### src/rtl/esd_pkg.sv
// Shared types, character constants and escape lookup for the escape sequence decoder.
// No dependencies; used by the channel interfaces and imported by the decoder.
package esd_pkg;

   typedef logic [7:0] byte_type;
   typedef logic [2:0] pass_type;
   typedef logic [1:0] count_type;

   typedef enum logic [1:0] {
      MODE_NORMAL  = 2'd0,
      MODE_ESCAPE  = 2'd1,
      MODE_UNICODE = 2'd2
   } mode_type;

   localparam byte_type CHAR_BACKSLASH = 8'h5C;
   localparam byte_type CHAR_U         = 8'h75;
   localparam byte_type CHAR_SLASH     = 8'h2F;
   localparam byte_type CHAR_QUOTE     = 8'h22;
   localparam byte_type CHAR_A         = 8'h61;
   localparam byte_type CHAR_B         = 8'h62;
   localparam byte_type CHAR_F         = 8'h66;
   localparam byte_type CHAR_N         = 8'h6E;
   localparam byte_type CHAR_R         = 8'h72;
   localparam byte_type CHAR_T         = 8'h74;
   localparam byte_type CODE_BEL       = 8'h07;
   localparam byte_type CODE_BS        = 8'h08;
   localparam byte_type CODE_FF        = 8'h0C;
   localparam byte_type CODE_LF        = 8'h0A;
   localparam byte_type CODE_CR        = 8'h0D;
   localparam byte_type CODE_TAB       = 8'h09;

   localparam pass_type  UNICODE_DIGITS = 3'd4;
   localparam count_type QUEUE_DEPTH    = 2'd2;

   typedef struct packed {
      logic     hit;
      byte_type value;
   } escape_type;

   typedef struct packed {
      byte_type value;
      logic     run_end;
      logic     string_end;
   } result_type;

   function automatic escape_type escape_map(input byte_type b);
      escape_type e;
      e.hit   = 1'b1;
      e.value = b;
      unique case (b)
         CHAR_SLASH:     e.value = CHAR_SLASH;
         CHAR_QUOTE:     e.value = CHAR_QUOTE;
         CHAR_A:         e.value = CODE_BEL;
         CHAR_B:         e.value = CODE_BS;
         CHAR_F:         e.value = CODE_FF;
         CHAR_N:         e.value = CODE_LF;
         CHAR_R:         e.value = CODE_CR;
         CHAR_T:         e.value = CODE_TAB;
         CHAR_BACKSLASH: e.value = CHAR_BACKSLASH;
         default:        e.hit   = 1'b0;
      endcase
      return e;
   endfunction

endpackage

### src/rtl/esd_channels.sv
// Valid/ready channel interfaces for the escape sequence decoder requests and results.
// Depends on esd_pkg for the byte type.
interface esd_req_if;
   logic               valid;
   logic               ready;
   esd_pkg::byte_type  in_byte;
   logic               in_last;

   modport source(output valid, in_byte, in_last, input ready);
   modport sink(input valid, in_byte, in_last, output ready);
endinterface

interface esd_rsp_if;
   logic               valid;
   logic               ready;
   esd_pkg::byte_type  out_byte;
   logic               out_run_end;
   logic               out_string_end;

   modport source(output valid, out_byte, out_run_end, out_string_end, input ready);
   modport sink(input valid, out_byte, out_run_end, out_string_end, output ready);
endinterface

### src/rtl/escape_sequence_decoder.sv
// Backslash escape decoder: one escaped byte per request, zero to two decoded bytes out.
// Depends on esd_pkg and the channel interfaces in esd_channels.sv.
//
// Channels: req_chan takes one raw byte per request with in_last on the final byte of
// a string. rsp_chan gives decoded bytes; out_run_end marks the last result of one
// request, out_string_end the final decoded byte of the string.
// Path: a request is registered in the input stage when accepted, decoded into a
// two-entry result queue once the queue has room for its results, and shown on
// rsp_chan from the head of the queue.
// Throughput: one request per cycle while each yields at most one result and rsp_chan
// does not stall. A request that yields two results needs both queue slots, which the
// result port drains one per cycle, so a run of them is taken only as the queue drains.
// A request that yields no result (a pending backslash) still occupies the input stage.
// Reset clears the decode mode, the unicode pass count, the input valid flag and the
// queue count, not the held byte or queue slots. When rsp_chan stalls, results hold in
// the queue and req_chan ready drops once the queue cannot take the held request's results.
module escape_sequence_decoder (
   input  logic              clock,
   input  logic              reset,
   esd_req_if.sink           req_chan,
   esd_rsp_if.source         rsp_chan
);
   import esd_pkg::*;

   logic       in_valid_ff, in_valid_in;
   byte_type   in_byte_ff, in_byte_in;
   logic       in_last_ff, in_last_in;
   mode_type   mode_ff, mode_in;
   pass_type   pass_ff, pass_in;
   count_type  count_ff, count_in;
   result_type slot0_ff, slot0_in;
   result_type slot1_ff, slot1_in;

   result_type r0, r1;
   count_type  n;
   mode_type   mode_next;
   pass_type   pass_next;
   escape_type esc;
   count_type  count_mid;
   logic [2:0] fill;
   logic       pop, consume, accept;

   always_comb begin
      esc       = escape_map(in_byte_ff);
      r0        = '{value: in_byte_ff, run_end: 1'b1, string_end: in_last_ff};
      r1        = '{value: in_byte_ff, run_end: 1'b1, string_end: in_last_ff};
      n         = 2'd1;
      mode_next = MODE_NORMAL;
      pass_next = pass_ff;
      unique case (mode_ff)
         MODE_UNICODE: begin
            if (pass_ff > 3'd1) begin
               mode_next = MODE_UNICODE;
               pass_next = pass_ff - 3'd1;
            end else begin
               pass_next = '0;
            end
         end
         MODE_ESCAPE: begin
            if (esc.hit) begin
               r0.value = esc.value;
            end else if (in_byte_ff == CHAR_U) begin
               r0        = '{value: CHAR_BACKSLASH, run_end: 1'b0, string_end: 1'b0};
               n         = 2'd2;
               mode_next = MODE_UNICODE;
               pass_next = UNICODE_DIGITS;
            end else begin
               r0 = '{value: CHAR_BACKSLASH, run_end: 1'b0, string_end: 1'b0};
               n  = 2'd2;
            end
         end
         default: begin
            if (in_byte_ff == CHAR_BACKSLASH && !in_last_ff) begin
               n         = 2'd0;
               mode_next = MODE_ESCAPE;
            end
         end
      endcase
      if (in_last_ff) begin
         mode_next = MODE_NORMAL;
         pass_next = '0;
      end
   end

   assign pop       = rsp_chan.valid && rsp_chan.ready;
   assign count_mid = count_ff - {1'b0, pop};
   assign fill      = {1'b0, count_mid} + {1'b0, n};
   assign consume   = in_valid_ff && (fill <= {1'b0, QUEUE_DEPTH});
   assign accept    = req_chan.valid && req_chan.ready;

   assign req_chan.ready = !in_valid_ff || consume;

   always_comb begin
      in_valid_in = (in_valid_ff && !consume) || accept;
      in_byte_in  = accept ? req_chan.in_byte : in_byte_ff;
      in_last_in  = accept ? req_chan.in_last : in_last_ff;
      mode_in     = consume ? mode_next : mode_ff;
      pass_in     = consume ? pass_next : pass_ff;
      slot0_in    = pop ? slot1_ff : slot0_ff;
      slot1_in    = slot1_ff;
      count_in    = count_mid;
      if (consume) begin
         count_in = fill[1:0];
         if (count_mid == 2'd0) begin
            slot0_in = r0;
            slot1_in = r1;
         end else if (count_mid == 2'd1) begin
            slot1_in = r0;
         end
      end
   end

   always_ff @(posedge clock) begin
      if (reset) begin
         in_valid_ff <= 1'b0;
         mode_ff     <= MODE_NORMAL;
         pass_ff     <= '0;
         count_ff    <= '0;
      end else begin
         in_valid_ff <= in_valid_in;
         mode_ff     <= mode_in;
         pass_ff     <= pass_in;
         count_ff    <= count_in;
      end
   end

   always_ff @(posedge clock) begin
      in_byte_ff <= in_byte_in;
      in_last_ff <= in_last_in;
      slot0_ff   <= slot0_in;
      slot1_ff   <= slot1_in;
   end

   assign rsp_chan.valid          = count_ff != 2'd0;
   assign rsp_chan.out_byte       = slot0_ff.value;
   assign rsp_chan.out_run_end    = slot0_ff.run_end;
   assign rsp_chan.out_string_end = slot0_ff.string_end;

endmodule

### src/flat_wrapper.sv
// flat-port wrapper written by rule: the top's interface ports become plain ports
module escape_sequence_decoder_flat import esd_pkg::*;
  (clock, reset, req_chan_valid, req_chan_in_byte, req_chan_in_last, req_chan_ready, rsp_chan_valid, rsp_chan_out_byte, rsp_chan_out_run_end, rsp_chan_out_string_end, rsp_chan_ready);
  esd_req_if req_chan_i ();
  esd_rsp_if rsp_chan_i ();
  input  logic clock;
  input  logic reset;
  input wire logic [$bits(req_chan_i.valid)-1:0] req_chan_valid;
  input wire logic [$bits(req_chan_i.in_byte)-1:0] req_chan_in_byte;
  input wire logic [$bits(req_chan_i.in_last)-1:0] req_chan_in_last;
  output wire logic [$bits(req_chan_i.ready)-1:0] req_chan_ready;
  output wire logic [$bits(rsp_chan_i.valid)-1:0] rsp_chan_valid;
  output wire logic [$bits(rsp_chan_i.out_byte)-1:0] rsp_chan_out_byte;
  output wire logic [$bits(rsp_chan_i.out_run_end)-1:0] rsp_chan_out_run_end;
  output wire logic [$bits(rsp_chan_i.out_string_end)-1:0] rsp_chan_out_string_end;
  input wire logic [$bits(rsp_chan_i.ready)-1:0] rsp_chan_ready;
  assign req_chan_i.valid = req_chan_valid;
  assign req_chan_i.in_byte = req_chan_in_byte;
  assign req_chan_i.in_last = req_chan_in_last;
  assign req_chan_ready = req_chan_i.ready;
  assign rsp_chan_valid = rsp_chan_i.valid;
  assign rsp_chan_out_byte = rsp_chan_i.out_byte;
  assign rsp_chan_out_run_end = rsp_chan_i.out_run_end;
  assign rsp_chan_out_string_end = rsp_chan_i.out_string_end;
  assign rsp_chan_i.ready = rsp_chan_ready;
  escape_sequence_decoder u_core (.clock(clock), .reset(reset), .req_chan(req_chan_i), .rsp_chan(rsp_chan_i));
endmodule
### config.mk
export PLATFORM = sky130hd
export DESIGN_NAME = escape_sequence_decoder_flat
export DESIGN_NICKNAME = d
export VERILOG_FILES = /design/src/rtl/esd_pkg.sv /design/src/rtl/esd_channels.sv /design/src/rtl/escape_sequence_decoder.sv /design/src/flat_wrapper.sv
export SDC_FILE = /design/constraint.sdc
export NUM_CORES = 1
export LEC_CHECK = 0
export BUFFER_PORTS_ARGS = -buffer_cell sky130_fd_sc_hd__buf_4
export CAP_MARGIN = 20
export CORE_MARGIN = 5
export CORE_UTILIZATION = 45
export CTS_CLUSTER_DIAMETER = 80
export CTS_CLUSTER_SIZE = 25
export DETAILED_ROUTE_END_ITERATION = 6
export GPL_ROUTABILITY_DRIVEN = 0
export GPL_TIMING_DRIVEN = 0
export PLACE_DENSITY_LB_ADDON = 0.25
export SYNTH_ARGS = -nofsm -noshare
export SYNTH_HDL_FRONTEND = slang
export SYNTH_SLANG_ARGS = --single-unit
export TNS_END_PERCENT = 5
### constraint.sdc
create_clock -name clock -period 4.6 [get_ports clock]
set_input_delay 0.23 -clock clock [delete_from_list [all_inputs] [get_ports clock]]
set_output_delay 0.23 -clock clock [all_outputs]
set_load 0.02 [all_outputs]
==> run_results.csv, run 1 <==
group,metric,value,unit
run_status,outcome,"finished, final reports clean",
logic_synthesis,yosysWarnings,0,
detailed_routing,drtPass1Iterations,4,
logic_synthesis,synth_area,0.00218,mm2
cts,cts_root_buffer,"clkbuf_8",
floorplanning,die_w,79.5,um
power,p_total,1380,uW
sta,fin_skew,6.76,ps
detailed_routing,drt_iter0_drc,53,
critical_path,worst_ep_arrival_time,3870,ps
layout,antennaDiodeCount,0,
sta,slew_headroom,0.415,
cts,cts.path.max_buffers,2,
cts,clk_latency,290,ps
sta,worst_pin_slew,874,ps
sta,timing.final.crit_share,0.859,
layout,layout_common_cells,"buf_4, edfxtp_1, dfxtp_1",
floorplanning,core_area,0.00472,mm2
layout,multi_input_area,0.00113,mm2
layout,fillers,453,
detailed_routing,routed-via-count,1576,
layout,final-instance-count-excl-fill,299,
sta,setup_viol,0,
power,leakage,0.000989,uW
layout,fin_nets,251,
logic_synthesis,syn-instance-count,201,
logic_synthesis,postSynth.asyncResetShare,0,
critical_path,cp_max_fo,10,
sta,finalSetupTns,0,ps
place,pre_cts_ws,608,ps
sta,grt_setup_unrepaired,"false",
floorplanning,placementRows,25,
sta,finalCriticalPeriod,3950,ps
cts,clk_pin_slew,80,ps
cts,h-tree-depth,2,
layout,drive_gt1_frac,0.259,
critical_path,required,4520,ps
detailed_routing,wire_per_inst,14.0,um
global_routing,antenna_found_initial,0,
logic_synthesis,synth_top_area_frac,0.262,
power,peakVddDrop,0.186,mV
global_routing,grt_pass1_vias,1514,
critical_path,crit_path_end_kind,"flip-flop",
place,io_buffers,23,
place,dpl.hpwl,3.13,mm
sta,maxSlewViolCount,0,
cts,cts_buffers,5,
detailed_routing,drtAntennaViolNets,0,
critical_path,reg2reg_slack,650,ps
floorplanning,dieArea,0.00633,mm2
detailed_routing,routed_via_density,5.27,
floorplanning,start_util,0.461,
layout,final_common_cell,"buf_4",
critical_path,crit_path_start_kind,"flip-flop",
cts,hold_buffers,0,
power,powerDensity,550,mW/mm2
logic_synthesis,ys_types,65,
logic_synthesis,synth.net_count,221,
sta,max_freq,0.253,GHz
logic_synthesis,synth_area_leaders,"edfxtp_1, dfxtp_1, mux2i_1",
logic_synthesis,synth_flop_cell,"edfxtp_1",
floorplanning,ios,25,
global_routing,grt.overflow.total,0,
cts,cts_tree,"done",
sta,worst_slack,647,ps
run,maxCapViolations,0,
cts,cts_resized,0,
logic_synthesis,avgSynthCellArea,10.8,um2
layout,final_cell_area,0.00251,mm2
sta,report.final.hold_viol_count,0,
place,place_area,0.00243,mm2
logic_synthesis,synth-edff-count,19,
logic_synthesis,synth_top_area_cell,"edfxtp_1",
global_routing,grt_max_degree,12,
global_routing,grt_usage,0.147,
cts,cts_num_sinks,37,
place,numPlacedInstances,291,
critical_path,critPathKind,"reg2reg",
layout,syn_to_final_growth,15.6,%
detailed_routing,drc,0,
logic_synthesis,ys_ff_latch,37,
layout,final-seq-area,931,um2
floorplanning,die_y,79.5,um
logic_synthesis,yosysSeqAreaShare,0.428,
cts,postCtsSetupBuffers,0,
worst_hold_path,hold_path.class,"in2reg",
detailed_routing,totalWireLength,4.19,mm
global_routing,grt_pass1_wl,7.30,mm
metrics by stage:
step            util  hold slack (ps)
3_5_place_dp   0.515              409
6_report       0.532              111
3_3_place_gp   0.515              408
5_1_grt        0.532              101
4_1_cts        0.532              100
2_1_floorplan      -              329
sequential cells by signal (all words and copies together) (netlist names):
signal	count
u_core.count_ff	2
u_core.pass_ff	3
u_core.in_byte_ff	8
u_core.mode_ff	2
u_core.rsp_chan.out_string_end	1
u_core.in_last_ff	1
u_core.rsp_chan.out_byte	8
u_core.slot1_ff	10
u_core.in_valid_ff	1
u_core.rsp_chan.out_run_end	1
area by class of cell:
type,count,area share
Multi-Input combinational cell,142,0.449
Tap cell,67,0.0333
Timing Repair Buffer,23,0.0687
Sequential cell,37,0.370
Inverter,12,0.0179
Buffer,10,0.0279
Clock buffer,6,0.0289
Clock inverter,2,0.00398
worst paths after layout:
kind	cells past startpoint	endpoint	startpoint
max reg2reg	10	u_core.slot1_ff[8]	u_core.count_ff[1]
min reg2reg	2	u_core.mode_ff[0]	u_core.mode_ff[0]
max	10	u_core.slot1_ff[8]	u_core.count_ff[1]
min	1	u_core.in_last_ff	req_chan_in_last
critical path, cell delays in order (launching register included):
cell,delay [ps]
dfxtp_1,330
o21ai_0,290
buf_2,360
inv_1,80
ha_1,200
xnor2_1,340
inv_1,180
fa_1,550
a21oi_2,270
nand2_1,240
nor2_1,730
cell families (layout without fill, tap and decap cells):
family | after synthesis | count (layout) | share of synthesized area
multiplexers | 13 | 13 | 0.0604
buffers and inverters | 22 | 53 | 0.0529
AO/OA/AOI/OAI | 51 | 51 | 0.198
adder cells (fa/ha/maj) | 7 | 7 | 0.0437
XOR/XNOR | 4 | 4 | 0.0161
flip-flops | 37 | 37 | 0.428
AND/OR/NAND/NOR | 67 | 67 | 0.201
cell usage after synthesis, drive strengths merged (4+ instances only):
library cell	instances
a21oi	12
and2	4
buf	9
dfxtp	18
edfxtp	19
ha	6
inv	11
mux2i	12
nand2	14
nand3	5
nor2	18
nor3	4
o21ai	11
layer usage:
metal / global-route usage / share of wire / wire length (um) / up-vias
li1: - / - / - / 809
met1: 0.197 / 0.48 / 2000 / 719
met2: 0.231 / 0.44 / 1850 / 42
met3: 0.0350 / 0.066 / 278 / 6
met4: 0.0464 / 0.015 / 61 / 0
met5: 0 / 0 / 0 / -
where the power goes:
group | switching (uW) | leakage [uW] | internal, uW
combinational | 384 | 0.000619 | 271
clock | 116 | 0.0000450 | 105
sequential | 48.0 | 0.000325 | 458
total | 548 | 0.000989 | 834
No activity file was read; power rests on OpenSTA's default activity.
==> run 2: changes to the inputs <==
--- a/config.mk
+++ b/config.mk
@@ -6,11 +6,12 @@
 export NUM_CORES = 1
 export LEC_CHECK = 0
 export BUFFER_PORTS_ARGS = -buffer_cell sky130_fd_sc_hd__buf_4
-export CAP_MARGIN = 20
+export CAP_MARGIN = 30
+export CELL_PAD_IN_SITES_DETAIL_PLACEMENT = 0
+export CELL_PAD_IN_SITES_GLOBAL_PLACEMENT = 2
 export CORE_MARGIN = 5
-export CORE_UTILIZATION = 45
+export CORE_UTILIZATION = 38
 export CTS_CLUSTER_DIAMETER = 80
-export CTS_CLUSTER_SIZE = 25
 export DETAILED_ROUTE_END_ITERATION = 6
 export GPL_ROUTABILITY_DRIVEN = 0
 export GPL_TIMING_DRIVEN = 0
==> run_results.csv, run 2 (same netlist as run 1, synthesis figures left out) <==
group,metric,value,unit
run_status,outcome,"finished, final reports clean",
sta,grt_setup_unrepaired,"false",
power,p_total,1440,uW
detailed_routing,drc,0,
sta,report.final.hold_viol_count,0,
global_routing,grt.overflow.total,0,
floorplanning,placementRows,27,
layout,final_common_cell,"buf_4",
power,powerDensity,562,mW/mm2
detailed_routing,routedLengthMet1,2.26,mm
cts,clk_latency,290,ps
detailed_routing,routed_via_density,5.20,
sta,fin_skew,5.59,ps
run,maxCapViolations,0,
sta,slew_headroom,0.417,
sta,finalSetupTns,0,ps
critical_path,reg2reg_slack,690,ps
place,pre_cts_ws,618,ps
cts,cts_tree,"done",
detailed_routing,drt_iter0_drc,100,
cts,cts_resized,0,
sta,maxSlewViolCount,0,
place,io_buffers,23,
detailed_routing,routed-via-count,1582,
global_routing,grt_pass1_vias,1568,
place,place_area,0.00244,mm2
detailed_routing,met3_length,190,um
worst_hold_path,min_path_cells,1,
critical_path,worst_ep_arrival_time,3830,ps
detailed_routing,drtPass1Iterations,4,
worst_hold_path,hold_start,"req_chan_in_last",
floorplanning,core_area,0.00554,mm2
cts,hold_buffers,0,
layout,final_cell_area,0.00255,mm2
floorplanning,ios,25,
floorplanning,die_w,85.7,um
cts,cts.path.max_buffers,2,
cts,cts_root_buffer,"clkbuf_8",
critical_path,required,4520,ps
cts,h-tree-depth,2,
layout,fin_nets,251,
sta,setup_viol,0,
power,leakage,0.00100,uW
worst_hold_path,hold_path.class,"in2reg",
cts,postCtsSetupBuffers,0,
layout,drive_gt1_frac,0.263,
global_routing,grt_pass1_wl,7.80,mm
floorplanning,start_util,0.393,
layout,fillers,571,
worst_hold_path,min_to,"u_core.in_last_ff",
layout,layout_common_cells,"buf_4, edfxtp_1, dfxtp_1",
global_routing,antenna_found_initial,0,
detailed_routing,wire_per_inst,15.0,um
critical_path,cp_max_fo,10,
power,peakVddDrop,0.247,mV
global_routing,grt_max_degree,13,
critical_path,critPathKind,"reg2reg",
cts,cts_buffers,5,
layout,syn_to_final_growth,17.4,%
place,numPlacedInstances,296,
critical_path,r2r-end,"u_core.slot1_ff[6]",
critical_path,reg2regPathDepth,10,
sta,timing.final.crit_share,0.849,
detailed_routing,top_layer_used,"met4",
critical_path,crit_path_end_kind,"flip-flop",
sta,worst_pin_slew,872,ps
global_routing,grt_usage,0.134,
sta,finalCriticalPeriod,3910,ps
layout,largest_register,"u_core.slot1_ff",
sta,max_freq,0.256,GHz
layout,final-instance-count-excl-fill,304,
detailed_routing,dr_wl_met2,2.06,mm
detailed_routing,totalWireLength,4.55,mm
detailed_routing,drtAntennaViolNets,0,
place,dpl.hpwl,3.44,mm
sta,worst_slack,693,ps
critical_path,crit_path_start_kind,"flip-flop",
floorplanning,die_y,85.7,um
layout,largest_register_ff_count,10,
layout,antennaDiodeCount,0,
critical_path,r2r-start,"u_core.count_ff[1]",
floorplanning,dieArea,0.00734,mm2
cts,clk_pin_slew,80,ps
cts,cts_num_sinks,37,
## run 2: cell type report
class | count | area, um2 | area share
Buffer | 10 | 70.1 | 0.0274
Clock buffer | 7 | 108 | 0.0421
Clock inverter | 1 | 7.51 | 0.00294
Inverter | 12 | 45.0 | 0.0176
Multi-Input combinational cell | 142 | 1130 | 0.442
Sequential cell | 37 | 931 | 0.365
Tap cell | 72 | 90.1 | 0.0353
Timing Repair Buffer | 23 | 173 | 0.0676
## run 2: worst max-delay path, cell delays in order, from the launching register on
cell and delay (ps):
dfxtp_1 330, o21ai_0 270, buf_2 360, inv_1 80
ha_1 190, xnor2_1 350, inv_1 190, fa_1 550
a21oi_2 250, nand2_1 230, nor2_1 720
## run 2: power by group
group          internal [uW]  switching (uW)
clock                    154             116
combinational            272             386
sequential               458            49.7
## run 2: how the worst max path moves through the flow
stage	startpoint	end	slack [ps]
2_1_floorplan	u_core.in_byte_ff[0]	u_core.slot1_ff[0]	1240
4_1_cts	u_core.count_ff[1]	u_core.slot1_ff[5]	600
6_report	u_core.count_ff[1]	u_core.slot1_ff[6]	690
3_3_place_gp	u_core.count_ff[1]	u_core.slot1_ff[3]	610
3_5_place_dp	u_core.count_ff[1]	u_core.slot1_ff[7]	620
5_1_grt	u_core.count_ff[1]	u_core.slot1_ff[6]	320
## run 2: through the flow
| step | utilization | hold slack, ps |
|---|---|---|
| after floorplan | - | 329 |
| after CTS | 0.461 | 105 |
| after detailed placement | 0.440 | 409 |
| after global placement | 0.440 | 409 |
| final | 0.461 | 116 |
| after global routing | 0.461 | 95.3 |
## run 2: per-layer routing
| metal | global-route usage | up-vias |
|---|---|---|
| met4 | 0.0345 | 0 |
| met5 | 0 | - |
| met1 | 0.186 | 744 |
| met2 | 0.208 | 26 |
| li1 | - | 806 |
| met3 | 0.0346 | 6 |
==> run 3: changes to the inputs <==
--- a/config.mk
+++ b/config.mk
@@ -5,12 +5,13 @@
 export SDC_FILE = /design/constraint.sdc
 export NUM_CORES = 1
 export LEC_CHECK = 0
+export ABC_AREA = 1
 export BUFFER_PORTS_ARGS = -buffer_cell sky130_fd_sc_hd__buf_4
 export CAP_MARGIN = 30
 export CELL_PAD_IN_SITES_DETAIL_PLACEMENT = 0
 export CELL_PAD_IN_SITES_GLOBAL_PLACEMENT = 2
 export CORE_MARGIN = 5
-export CORE_UTILIZATION = 38
+export CORE_UTILIZATION = 34
 export CTS_CLUSTER_DIAMETER = 80
 export DETAILED_ROUTE_END_ITERATION = 6
 export GPL_ROUTABILITY_DRIVEN = 0
==> constraint.sdc (replaced) <==
create_clock -name clock -period 3.9 [get_ports clock]
set_input_delay 0.195 -clock clock [delete_from_list [all_inputs] [get_ports clock]]
set_output_delay 0.195 -clock clock [all_outputs]
set_load 0.02 [all_outputs]
==> run_results.csv, run 3 <==
group,metric,value,unit
critical_path,reg2reg_slack,450,ps
critical_path,r2r-start,"u_core.in_byte_ff[1]",
sta,worst_pin_slew,932,ps
logic_synthesis,synthMuxAreaShare,0.00483,
layout,fin_nets,312,
critical_path,critPathKind,"reg2reg",
critical_path,worst_ep_arrival_time,3390,ps
critical_path,cpPeakStageDelay,490,ps
logic_synthesis,synthAdderAreaFrac,0.0459,
logic_synthesis,synth-compound-area-share,0.135,
place,io_buffers,24,
sta,fin_skew,8.42,ps
sta,timing.final.crit_share,0.886,
cts,clk_latency,290,ps
logic_synthesis,ys_types,37,
logic_synthesis,synth_top_family_by_area,"simple AND/OR/NAND/NOR gates",
logic_synthesis,synth-edff-count,19,
sta,report.final.hold_viol_count,0,
run,maxCapViolations,0,
cts,cts_root_buffer,"clkbuf_8",
cts,cts_buffers,5,
layout,syn_to_final_growth,18.4,%
layout,final-instance-count-excl-fill,368,
worst_hold_path,hold_start,"req_chan_in_byte[2]",
critical_path,path_common_cell,"nand2_1",
floorplanning,core_area,0.00592,mm2
detailed_routing,drtAntennaViolNets,0,
layout,largest_register_ff_count,10,
layout,final_common_cell,"nand2_1",
cts,cts_tree,"done",
logic_synthesis,synthXorXnorAreaFrac,0.00785,
sta,maxSlewViolCount,0,
sta,slew_headroom,0.379,
sta,finalCriticalPeriod,3450,ps
detailed_routing,drc,0,
place,dpl.hpwl,3.73,mm
logic_synthesis,synth_common_cells,"nand2_1, nor2_1, inv_1",
detailed_routing,drtPass1Iterations,4,
floorplanning,start_util,0.350,
layout,antennaDiodeCount,0,
global_routing,grt_max_degree,13,
critical_path,r2r-end,"u_core.slot1_ff[5]",
logic_synthesis,postSynth.asyncResetShare,0,
logic_synthesis,avgSynthCellArea,7.94,um2
power,powerDensity,815,mW/mm2
detailed_routing,routed_via_density,4.72,
power,peakVddDrop,0.306,mV
logic_synthesis,synth_top_area_frac,0.275,
floorplanning,die_w,88.1,um
critical_path,crit_path_start_kind,"flip-flop",
detailed_routing,totalWireLength,4.77,mm
logic_synthesis,yosysWarnings,0,
critical_path,cp_max_fo,10,
global_routing,grt_pass1_wl,8.02,mm
detailed_routing,wire_per_inst,13.0,um
power,leakage,0.00111,uW
logic_synthesis,yosysMostFrequentCell,"nand2_1",
cts,cts.path.max_buffers,2,
logic_synthesis,synthSimpleGateAreaFrac,0.288,
place,numPlacedInstances,360,
logic_synthesis,synth_flop_cell,"edfxtp_1",
logic_synthesis,ys_ff_latch,37,
layout,largest_register,"u_core.slot1_ff",
floorplanning,ios,25,
logic_synthesis,synth_area,0.00207,mm2
critical_path,slowest_stage,"edfxtp_1",
layout,layout_common_cells,"nand2_1, nor2_1, inv_1, buf_4, edfxtp_1",
sta,max_freq,0.290,GHz
cts,cts_resized,0,
logic_synthesis,yosysSeqAreaShare,0.449,
global_routing,grt.overflow.total,0,
layout,fillers,645,
power,p_total,2000,uW
cts,h-tree-depth,2,
critical_path,crit_path_end_kind,"flip-flop",
cts,postCtsSetupBuffers,0,
critical_path,reg2regPathDepth,14,
sta,finalSetupTns,0,ps
layout,postLayoutCoreUtil,0.414,
global_routing,grt_pass1_vias,1673,
detailed_routing,routed-via-count,1738,
cts,hold_buffers,0,
global_routing,grt_usage,0.135,
logic_synthesis,synth_area_leaders,"edfxtp_1, dfxtp_1, nand2_1",
floorplanning,dieArea,0.00776,mm2
critical_path,crit_chain,"inv_1 > nor2_1 > nand2_1 > nand2_1 > a21oi_2 > nand3_2 > nand2_1 > a21oi_1 > ha_1 > fa_1 > a21o_1 > nor2_4 > inv_1 > nor2_2",
sta,grt_setup_unrepaired,"false",
critical_path,endpoint,"u_core.slot1_ff[5]",
cts,cts_num_sinks,37,
layout,drive_gt1_frac,0.205,
logic_synthesis,synth_top_area_cell,"edfxtp_1",
detailed_routing,drt_iter0_drc,93,
logic_synthesis,syn-instance-count,261,
run_status,outcome,"finished, final reports clean",
critical_path,required,3830,ps
floorplanning,die_y,88.1,um
floorplanning,placementRows,28,
sta,setup_viol,0,
worst_hold_path,hold_path.class,"in2reg",
cts,clk_pin_slew,70,ps
global_routing,antenna_found_initial,0,
logic_synthesis,synth.net_count,281,
critical_path,crit_start,"u_core.in_byte_ff[1]",
-- run 3: changes by cell type after synthesis, moves of 7 or more --
cell / delta
mux2i_1: -11
nand2_1: +58
inv_2: +7
a21oi_1: +8
nor2_1: +13
inv_1: +13
-- run 3: how the worst min path moves through the flow --
stage                            to  cells past startpoint
4_1_cts        u_core.in_byte_ff[3]                      1
5_1_grt        u_core.in_byte_ff[2]                      1
3_3_place_gp   u_core.in_byte_ff[3]                      1
2_1_floorplan    u_core.in_valid_ff                      1
6_report       u_core.in_byte_ff[2]                      1
3_5_place_dp   u_core.in_byte_ff[3]                      1
-- run 3: layout make-up --
class | count | area (um2) | share of cell area
Multi-Input combinational cell | 189 | 1000 | 0.408
Sequential cell | 37 | 931 | 0.379
Timing Repair Buffer | 24 | 180 | 0.0734
Inverter | 32 | 123 | 0.0500
Clock buffer | 6 | 93.8 | 0.0382
Tap cell | 75 | 93.8 | 0.0382
Buffer | 3 | 20.0 | 0.00816
Clock inverter | 2 | 11.3 | 0.00459
-- run 3: logic make-up (layout without fill, tap and decap cells) --
kind of cell | after synthesis | in the layout
AOI/OAI and AO/OA | 47 | 47
xor gates and xnor gates | 1 | 1
adders and majority gates | 7 | 7
buffers and inverters | 35 | 67
DFF | 37 | 37
muxes | 1 | 1
and+or+nand+nor | 133 | 133
-- run 3: power breakdown --
group          internal [uW]  switching (uW)
Clock                    163             142
Sequential               592            77.3
Combinational            373             654
-- run 3: routing by layer --
metal | up-vias | track usage | share of wire | wire [um]
li1 | 922 | - | - | -
met1 | 785 | 0.191 | 0.50 | 2410
met2 | 27 | 0.203 | 0.45 | 2130
met3 | 4 | 0.0339 | 0.039 | 187
met4 | 0 | 0.0398 | 0.0090 | 43
met5 | - | 0 | 0 | 0
-- run 3: stage by stage --
| stage | setup slack, ps | hold WS, ps | area (um2) |
|---|---|---|---|
| after floorplan | 584 | 264 | 2070 |
| after global placement | 146 | 373 | 2350 |
| after detailed placement | 179 | 374 | 2350 |
| after CTS | 163 | 68.3 | 2450 |
| after global routing | 209 | 54.8 | 2450 |
| final | 446 | 78.8 | 2450 |
-- run 3: worst max-delay path: cells and delay by family (launching register included) --
kind | cells | cell delay [ps]
buffers and inverters | 2 | 350
DFF | 1 | 490
adders and majority gates | 2 | 640
and+or+nand+nor | 7 | 1110
AOI/OAI and AO/OA | 3 | 530
